**config.mk**
```make
export PLATFORM = sky130hd
export DESIGN_NAME = bqeq_ram
export DESIGN_NICKNAME = d
export VERILOG_FILES = /design/src/sv/bqeq_ram.sv
export SDC_FILE = /design/constraint.sdc
export NUM_CORES = 2
export LEC_CHECK = 0
export ABC_AREA = 1
export BUFFER_PORTS_ARGS = -buffer_cell sky130_fd_sc_hd__buf_2
export CAP_MARGIN = 15
export CORE_ASPECT_RATIO = 0.75
export CORE_UTILIZATION = 30
export CTS_CLUSTER_DIAMETER = 120
export CTS_CLUSTER_SIZE = 10
export DETAILED_ROUTE_END_ITERATION = 8
export PLACE_DENSITY = 0.49
export REMOVE_ABC_BUFFERS = 1
export SYNTH_ARGS = -nofsm -noshare
export SYNTH_HDL_FRONTEND = slang
export SYNTH_SLANG_ARGS = --single-unit
```
**constraint.sdc**
```tcl
create_clock -name i_clk -period 15.7 [get_ports i_clk]
set_input_delay 3.14 -clock i_clk [delete_from_list [all_inputs] [get_ports i_clk]]
set_output_delay 3.14 -clock i_clk [all_outputs]
set_load 0.005 [all_outputs]
```
**src/sv/bqeq_ram.sv**
```systemverilog
// generic simple dual-port ram with registered read
module bqeq_ram #(
    parameter int WIDTH = 32,
    parameter int DEPTH = 64
) (
    input  logic                                   i_clk,
    input  logic                                   i_we,
    input  logic [((DEPTH > 1) ? $clog2(DEPTH) : 1)-1:0] i_waddr,
    input  logic [WIDTH-1:0]                       i_wdata,
    input  logic                                   i_re,
    input  logic [((DEPTH > 1) ? $clog2(DEPTH) : 1)-1:0] i_raddr,
    output logic [WIDTH-1:0]                       o_rdata
);

    logic [WIDTH-1:0] r_mem [DEPTH];
    logic [WIDTH-1:0] r_rdata;

    always_ff @(posedge i_clk) begin
        if (i_we) begin
            r_mem[i_waddr] <= i_wdata;
        end
        if (i_re) begin
            r_rdata <= r_mem[i_raddr];
        end
    end

    assign o_rdata = r_rdata;

endmodule

```
==> results.ini <==
[place]
gp_congestion = 0.799
placed_area_um2 = 87500
port_buffers = 78
hpwl_mm = 136

[die]
die_area_um2 = 279000
fp-row-count = 166
start_util_pct = 30.3
boundaryPins = 79
core_area_um2 = 274000
die-width_um = 610
die-height_um = 458

[clock_network]
cts_resized = 0
clk_latency_ns = 0.88
cts_tree = done
clk_pin_slew_ns = 0.06
clock-root-buffer = clkbuf_16
cts_setup_buffers = 0
cts_sinks = 2080
numCtsBuffers = 234
htree_num_levels = 4
cts_buffer_depth = 4
hold_buffers = 0

[global_route]
grt_pass1_wl_mm = 385
grt_pass1_vias = 50500
overflow = 0
antenna_found_initial = 24
grt_max_degree = 198
grt_util_all_layers_pct = 19.0

[drt]
wl_per_cell_um = 26.1
via_per_inst = 5.19
drc = 0
via_count = 54000
routed_wl_mm = 272
ant_nets = 0
dr.pass1.iters = 6
drt_iter0_markers = 7081

[job]
cap_violations = 0

[synthesis]
yosys_warnings = 0
synth_cells = 6769
synth_cell_types = 15
avgSynthCellArea_um2 = 12.3
ys_seq_area_share_pct = 75.2
netlist_area_um2 = 83100
synth_seq_cells = 2080

[timing]
finClkSkew_ns = 0.0457
slew_headroom_pct = 17.6
drv_slew = 0
worst_pin_slew_ns = 1.24
finalSetupViolCount = 0
hold_violations = 0
finalSetupTns_ns = 0
rsz0062_at_grt = no
period_share_pct = 42.6
fmax_mhz = 149
timing.final.crit_period_ns = 6.69

[pwr]
ir_drop_uv = 107
p_leak_nw = 32.0
power_density_nw_per_um2 = 124

[layout]
final_common_cell = nand2_1
syn2layout_area_growth_pct = 12.6
fin_area_um2 = 93500
multi_input_area_um2 = 18800
layout_common_cells = nand2_1 (2248), edfxtp_1 (2080), nand3_1 (1907)
nFillCells = 26700
ff_latch_area_um2 = 62500
nets = 6836
drive_gt1_share_pct = 7.99

[min_path]
hold_depth = 8
min_path_type = reg2reg

[setup_path]
path_class = in2reg
required_ns = 16.30
worstPathMaxFanout = 85
start_kind = input pin
worstPathArrival_ns = 7.29
end_kind = flop
rr_worst_depth = 8

[outcome]
status = finished, final reports clean

## synthesized netlist by cell type (all sizes together)
| cell type | count | area share [%] |
|---|---|---|
| inv | 12 | 0.057 |
| nand4 | 9 | 0.068 |
| edfxtp | 2080 | 75 |
| nor2 | 56 | 0.25 |
| clkbuf | 77 | 0.35 |
| nand3 | 1907 | 11 |
| nor4 | 8 | 0.060 |
| buf | 372 | 2.4 |
| nand2 | 2248 | 10 |
## final timing paths
check / start / end / slack [ns]
setup / recovery: i_raddr[1] / o_rdata[7] / 9.01
hold / removal: r_mem[34][30] / o_rdata[30] / 0.87
setup reg to reg: r_mem[7][6] / o_rdata[6] / 13.67
hold reg to reg: r_mem[34][30] / o_rdata[30] / 0.87
## power by group
part	switching (mW)	internal, mW
registers	0.0233	6.16
clock network	2.06	2.63
logic	0.560	0.157
## flip-flops by register name (all words and copies together), names as in the netlist
signal	cells
o_rdata	32
r_mem	2048
## per-layer routing
layer	vias up	wire length (um)	global-route usage, %
li1	24100	-	-
met3	346	22500	3.33
met2	2313	119000	28.2
met4	4	5260	4.16
met5	-	22	0
met1	27300	126000	28.9
## worst max-delay path, cell delays in order
cell and delay [ns]:
buf_8 0.42, buf_4 0.91, buf_4 0.75, buf_4 0.55, buf_4 0.55, nand3_1 0.13
nand3_1 0.11, nand3_1 0.13, nand3_1 0.13, nand2_1 0.10, nand2_1 0.09, nand2_1 0.06
## metrics by stage
step	hold WS [ns]	worst slack, ns	total power [mW]	util, %	std cells
5_1_grt	0.943	8.87	11.9	34.1	10400
4_1_cts	0.882	9.10	11.7	34.1	10400
3_3_place_gp	0.881	8.16	7.01	31.9	10200
2_1_floorplan	0.796	6.95	6.62	-	6320
3_5_place_dp	0.865	8.17	7.02	31.9	10200
6_report	0.875	9.01	11.6	34.1	10400
## cell families after synthesis
logic type	count (synthesis)	share of synthesized area, %
AND/OR/NAND/NOR	4228	22.0
flip-flops	2080	75.2
buffers and inverters	461	2.77
## area by class of cell
type	count	area share (%)
diodes	9	0.0241
clock inverters	5	0.0575
clock buffers	237	6.34
multi-input cells	4228	20.1
flip-flops and latches	2080	66.8
inverters	12	0.0896
repair buffers	233	1.80
well taps	3612	4.83
(Power assumes the default switching activity.)
