<file path="src/sv/bqeq_pkg.sv">
// shared types and constants for the biquad cascade equalizer
package bqeq_pkg;

    localparam int HIST_W     = 32;
    localparam int COEF_W     = 32;
    localparam int MASK_W     = 10;
    localparam int CH_W       = 3;
    localparam int BAND_W     = 4;
    localparam int CIDX_W     = 3;
    localparam int STEP_W     = 3;
    localparam int NUM_COEFFS = 5;

    localparam logic [MASK_W-1:0] MASK_RESET = 10'h3FF;

    localparam logic OP_FILTER = 1'b0;
    localparam logic OP_WRITE  = 1'b1;

    typedef struct packed {
        logic clear;
        logic mul_en;
        logic acc_en;
        logic negate;
    } t_mac_ctrl;

endpackage

</file>
<file path="src/sv/bqeq_mac.sv">
// shared multiplier, accumulator and round/saturate for one biquad band
module bqeq_mac #(
    parameter int COEFF_FRAC_BITS = 28
) (
    input  logic                                    i_clk,
    input  bqeq_pkg::t_mac_ctrl                     i_ctrl,
    input  logic signed [bqeq_pkg::COEF_W-1:0]      i_coef,
    input  logic signed [bqeq_pkg::HIST_W-1:0]      i_operand,
    output logic signed [bqeq_pkg::HIST_W-1:0]      o_y,
    output logic                                    o_clip
);
    import bqeq_pkg::*;

    localparam int ACC_W  = COEF_W + HIST_W + 3;
    localparam int PROD_W = COEF_W + HIST_W;
    localparam logic signed [ACC_W-1:0] HALF = ACC_W'(1) <<< (COEFF_FRAC_BITS - 1);
    localparam logic signed [ACC_W-1:0] YMAX = ACC_W'({1'b0, {(HIST_W-1){1'b1}}});
    localparam logic signed [ACC_W-1:0] YMIN = ~YMAX;

    logic signed [PROD_W-1:0] r_prod;
    logic                     r_neg;
    logic signed [ACC_W-1:0]  r_acc;
    logic signed [ACC_W-1:0]  w_prod_ext;
    logic signed [ACC_W-1:0]  w_round;

    assign w_prod_ext = ACC_W'(r_prod);

    always_ff @(posedge i_clk) begin
        if (i_ctrl.mul_en) begin
            r_prod <= i_coef * i_operand;
            r_neg  <= i_ctrl.negate;
        end
        if (i_ctrl.clear) begin
            r_acc <= '0;
        end else if (i_ctrl.acc_en) begin
            if (r_neg) begin
                r_acc <= r_acc - w_prod_ext;
            end else begin
                r_acc <= r_acc + w_prod_ext;
            end
        end
    end

    always_comb begin
        w_round = (r_acc + HALF) >>> COEFF_FRAC_BITS;
        o_clip  = 1'b0;
        if (w_round > YMAX) begin
            o_y    = YMAX[HIST_W-1:0];
            o_clip = 1'b1;
        end else if (w_round < YMIN) begin
            o_y    = YMIN[HIST_W-1:0];
            o_clip = 1'b1;
        end else begin
            o_y = w_round[HIST_W-1:0];
        end
    end

endmodule

</file>
<file path="config.mk">
export PLATFORM = sky130hd
export DESIGN_NAME = bqeq_mac
export DESIGN_NICKNAME = d
export VERILOG_FILES = /design/src/sv/bqeq_pkg.sv /design/src/sv/bqeq_mac.sv
export SDC_FILE = /design/constraint.sdc
export NUM_CORES = 2
export LEC_CHECK = 0
export ABC_AREA = 1
export BUFFER_PORTS_ARGS = -buffer_cell sky130_fd_sc_hd__buf_4
export CAP_MARGIN = 40
export CORE_ASPECT_RATIO = 1.5
export CORE_MARGIN = 3
export CORE_UTILIZATION = 35
export CTS_BUF_LIST = sky130_fd_sc_hd__clkbuf_16
export CTS_CLUSTER_DIAMETER = 100
export CTS_CLUSTER_SIZE = 14
export DETAILED_ROUTE_END_ITERATION = 16
export HOLD_SLACK_MARGIN = 0.05
export MAX_ROUTING_LAYER = met4
export PLACE_DENSITY = 0.53
export SLEW_MARGIN = 20
export SYNTH_ARGS = -nofsm -noshare
export SYNTH_HDL_FRONTEND = slang
export SYNTH_SLANG_ARGS = --single-unit
</file>
<file path="constraint.sdc">
create_clock -name i_clk -period 9.44 [get_ports i_clk]
set_input_delay 0.472 -clock i_clk [delete_from_list [all_inputs] [get_ports i_clk]]
set_output_delay 0.472 -clock i_clk [all_outputs]
set_load 0.005 [all_outputs]
</file>
==> results.md <==
- Tightest slew margin relative to the limit: 47.6%
- Max Clock Skew: 0.0186 ns
- Detailed-route wire length per cell: 19.6 um
- Area of the core: 143,000 sq um
- Class of the worst hold path: input port to flop
- Fraction of layout cells with a size suffix above 1: 3.26%
- Congestion Overflow GR: 0
- Achievable frequency: 126 MHz
- Setup slack after placement: 0.843 ns
- Total number of vias: 41.6k
- Count of buffers from port buffering: 101
- Largest delay contributor family on the critical path: adder cells
- Final total negative setup slack: 0 ns
- Layout-stage area growth over the synthesis result: 5.80%
- Kind of end point of the critical path: flop
- Initial antenna violation count: 1
- Critical path fanouts, max: 32
- Startpoint type of the worst setup path: input port
- Post-route minimum period: 7.94 ns
- Post-synthesis instance area: 50,600 sq um
- # setup viols final: 0
- Number of H-tree levels: 4
- Number of standard-cell rows in the floorplan: 170
- Xor and xnor fraction of the mapped netlist area: 3.33%
- Fraction of synthesized area in multiplexers: 0%
- Cell with the largest stage delay on the worst path: sky130_fd_sc_hd__fa_1
- Detailed placement HPWL: 143,000 um
- Total CTS buffers: 17
- Placer congestion estimate: 0.985
- CTS Hold Buffers Added: 0
- Initial cell density of the core: 35.3%
- Clock tree from TritonCTS: yes
- Clock-pin transition on the worst setup and hold timing paths: 0.07 ns
- Most Frequent Cell on Critical Path: sky130_fd_sc_hd__fa_1
- Nets: 8,099
- Fraction of the yosys area taken by sequential cells: 6.51%
- Number of filler cells placed in the layout: 15.5k
- Crit path kind: input port to flop
- Dominant combinational cell family by area after synthesis: adder cells
- Mean post-synth cell area: 7.45 sq um
- Maximum number of pins on one net before global-route repair: 68
- Maxcap violations: 0
- Simple logic cell fraction of the synthesized area: 20.2%
- Non-filler instance count after layout: 8,601
- Number of nets in the synthesized netlist: 8,191
- Post-cts sizing count: 0
- Cell chain of the critical path: buf_4, nand2_1, inv_1, fa_1, inv_1, fa_1, inv_1, fa_1, fa_1, inv_1, fa_1, inv_1, fa_1, inv_1, fa_1, inv_1, fa_1, ha_1, a21o_1, a31oi_1, nand2_1, a21oi_1, o211ai_1, xor2_1
- Setup Fix Bufs, Post-CTS: 0
- Die Y: 472 um
- Final hold viol count: 0
- Floorplan die width: 316 um
- First-pass GRT wire length: 263,000 um
- Number of synthesized flops with an enable pin: 65
- Yosys warning count: 0
- TritonRoute pass-1 iters: 6
- Number of max-slew violations in the final report: 0
- Syn Inst Count: 6,787
- Fraction of registers with async set or reset after synthesis: 0%
- Placed insts: 8,566
- Remaining antenna violation count: 0
- Outcome: completed
- Via count of the first global-routing pass: 45.7k
- Data required, critical path: 9.64 ns
- Post-synthesis share of cell area spent on full adders, half adders and majority gates: 49.1%
- Clk_lat worst skew: 0.48 ns
- Top flip-flop cell by instance count after synthesis: sky130_fd_sc_hd__dfxtp_1
- Clock Sinks: 132
- Die area: 149,000 sq um
- Count of buffer and inverter cells on the critical path: 8
- Count of unresolved DRC violations after routing: 0
- Via density per instance: 4.83
- Clock tree root driver cell: sky130_fd_sc_hd__clkbuf_16
- Total routing resource utilization after global routing: 23.7%
- Unrepaired setup endpoints after global routing: false
- Number of buffers on the longest clock path: 2
- Count of unique library cells instantiated by Yosys: 49
- CP peak stage delay: 0.84 ns
- Slack of the critical path: 1.50 ns
- Final critical-path share of the clock period: 84.1%
- I/O pin count: 102
- Synthesized-area fraction occupied by ao, oa, aoi and oai cells: 4.97%
- Flop and latch count out of synthesis: 132
- Slew of the pin with the lowest slew margin: 0.778 ns
- Total wire length after detailed routing: 168,000 um
- Number of DRC markers in iteration 0: 2,318
- Data arrival time of the critical path: 8.14 ns
==> layout by cell type, fill, tap and decap left out, types with 8 or more instances in the layout <==
master / count
sky130_fd_sc_hd__o21bai_1: 19
sky130_fd_sc_hd__nand4_1: 37
sky130_fd_sc_hd__and3_1: 8
sky130_fd_sc_hd__ha_1: 252
sky130_fd_sc_hd__fa_1: 1083
sky130_fd_sc_hd__xor2_1: 138
sky130_fd_sc_hd__edfxtp_1: 65
sky130_fd_sc_hd__nor4_1: 24
sky130_fd_sc_hd__nor3_1: 36
sky130_fd_sc_hd__inv_1: 1883
sky130_fd_sc_hd__a31oi_1: 16
sky130_fd_sc_hd__inv_2: 8
sky130_fd_sc_hd__nand2_2: 33
sky130_fd_sc_hd__buf_4: 113
sky130_fd_sc_hd__clkbuf_16: 17
sky130_fd_sc_hd__dfxtp_1: 67
sky130_fd_sc_hd__a21oi_1: 211
sky130_fd_sc_hd__o21a_1: 11
sky130_fd_sc_hd__o21ai_0: 146
sky130_fd_sc_hd__nor2_1: 530
sky130_fd_sc_hd__nand3_1: 155
sky130_fd_sc_hd__a21o_1: 22
sky130_fd_sc_hd__xnor2_1: 54
sky130_fd_sc_hd__nand2_1: 1693
==> per-stage QoR <==
stage          utilization [%]  hold slack, ns  instance area (sq um)
4_1_cts                   37.3           0.130                  53500
2_1_floorplan                -           0.456                  50600
3_3_place_gp              36.9           0.466                  52900
3_5_place_dp              36.9           0.473                  52900
6_report                  37.3           0.170                  53500
5_1_grt                   37.3           0.144                  53500
==> registers in the layout (all words and copies together) (netlist names) <==
name,cells
r_neg,1
r_prod,64
r_acc,67
==> cells by family (layout without fill, tap and decap cells) <==
kind of cell    after synthesis  count (layout)
simple gates               2551            2551
xor+xnor                    192             192
other cells                   0               1
buf+inv                    2120            2041
fa+ha+maj                  1335            1335
flops                       132             132
compound gates              457             457
==> synth_stat cells (all sizes together) (11+ instances only) <==
library cell  count  area (sq um)
nor3             43           250
edfxtp           65          1950
dfxtp            67          1340
xnor2            54           473
ha              252          3150
nand3           157           796
a31oi            16           100
nand2          1728          6580
o21ai           153           773
a21oi           211          1060
nor4             24           150
nor2            537          2050
a21o             22           165
nand4            37           231
inv            1891          7100
xor2            138          1210
o21a             11          82.6
fa             1083         21700
clkbuf          217           815
o21bai           19           143
==> path summary, 6_finish.rpt <==
path | cells after the start | slack, ns | endpoint | start
min | 1 | 0.17 | r_neg | i_ctrl[0]
min reg2reg | 2 | 0.48 | r_acc[0] | r_acc[0]
max | 24 | 1.50 | r_prod[58] | i_operand[5]
max reg2reg | 25 | 4.41 | r_acc[63] | r_prod[0]
==> worst reg2reg max path: cells and delay by family (launching register included) <==
kind / cells / cell delay (ns)
AOI/OAI and AO/OA: 6 / 1.44
xor gates and xnor gates: 1 / 0.40
adders and majority gates: 2 / 0.69
buffers and inverters: 4 / 0.31
DFF: 1 / 0.40
and+or+nand+nor: 12 / 1.69
==> per-layer routing <==
metal	track usage [%]	up-vias	share of wire, %
met1	25.8	21000	38
li1	-	19300	-
met4	8.27	0	4.1
met5	-	-	0
met3	1.54	292	3.1
met2	45.0	981	55
==> cell type report <==
cell class,count,area [sq um],area share (%)
timing repair buffer,116,907,1.70
inverter,1893,7110,13.3
antenna,1,2.50,0.00468
multi-input combinational,4535,39300,73.4
sequential,132,3290,6.15
tap,1892,2370,4.42
clock buffer,17,425,0.795
clock inverter,15,156,0.292
Power is not shown: default switching activity piles up to over one toggle a cycle in this logic, so the estimate is an artifact.
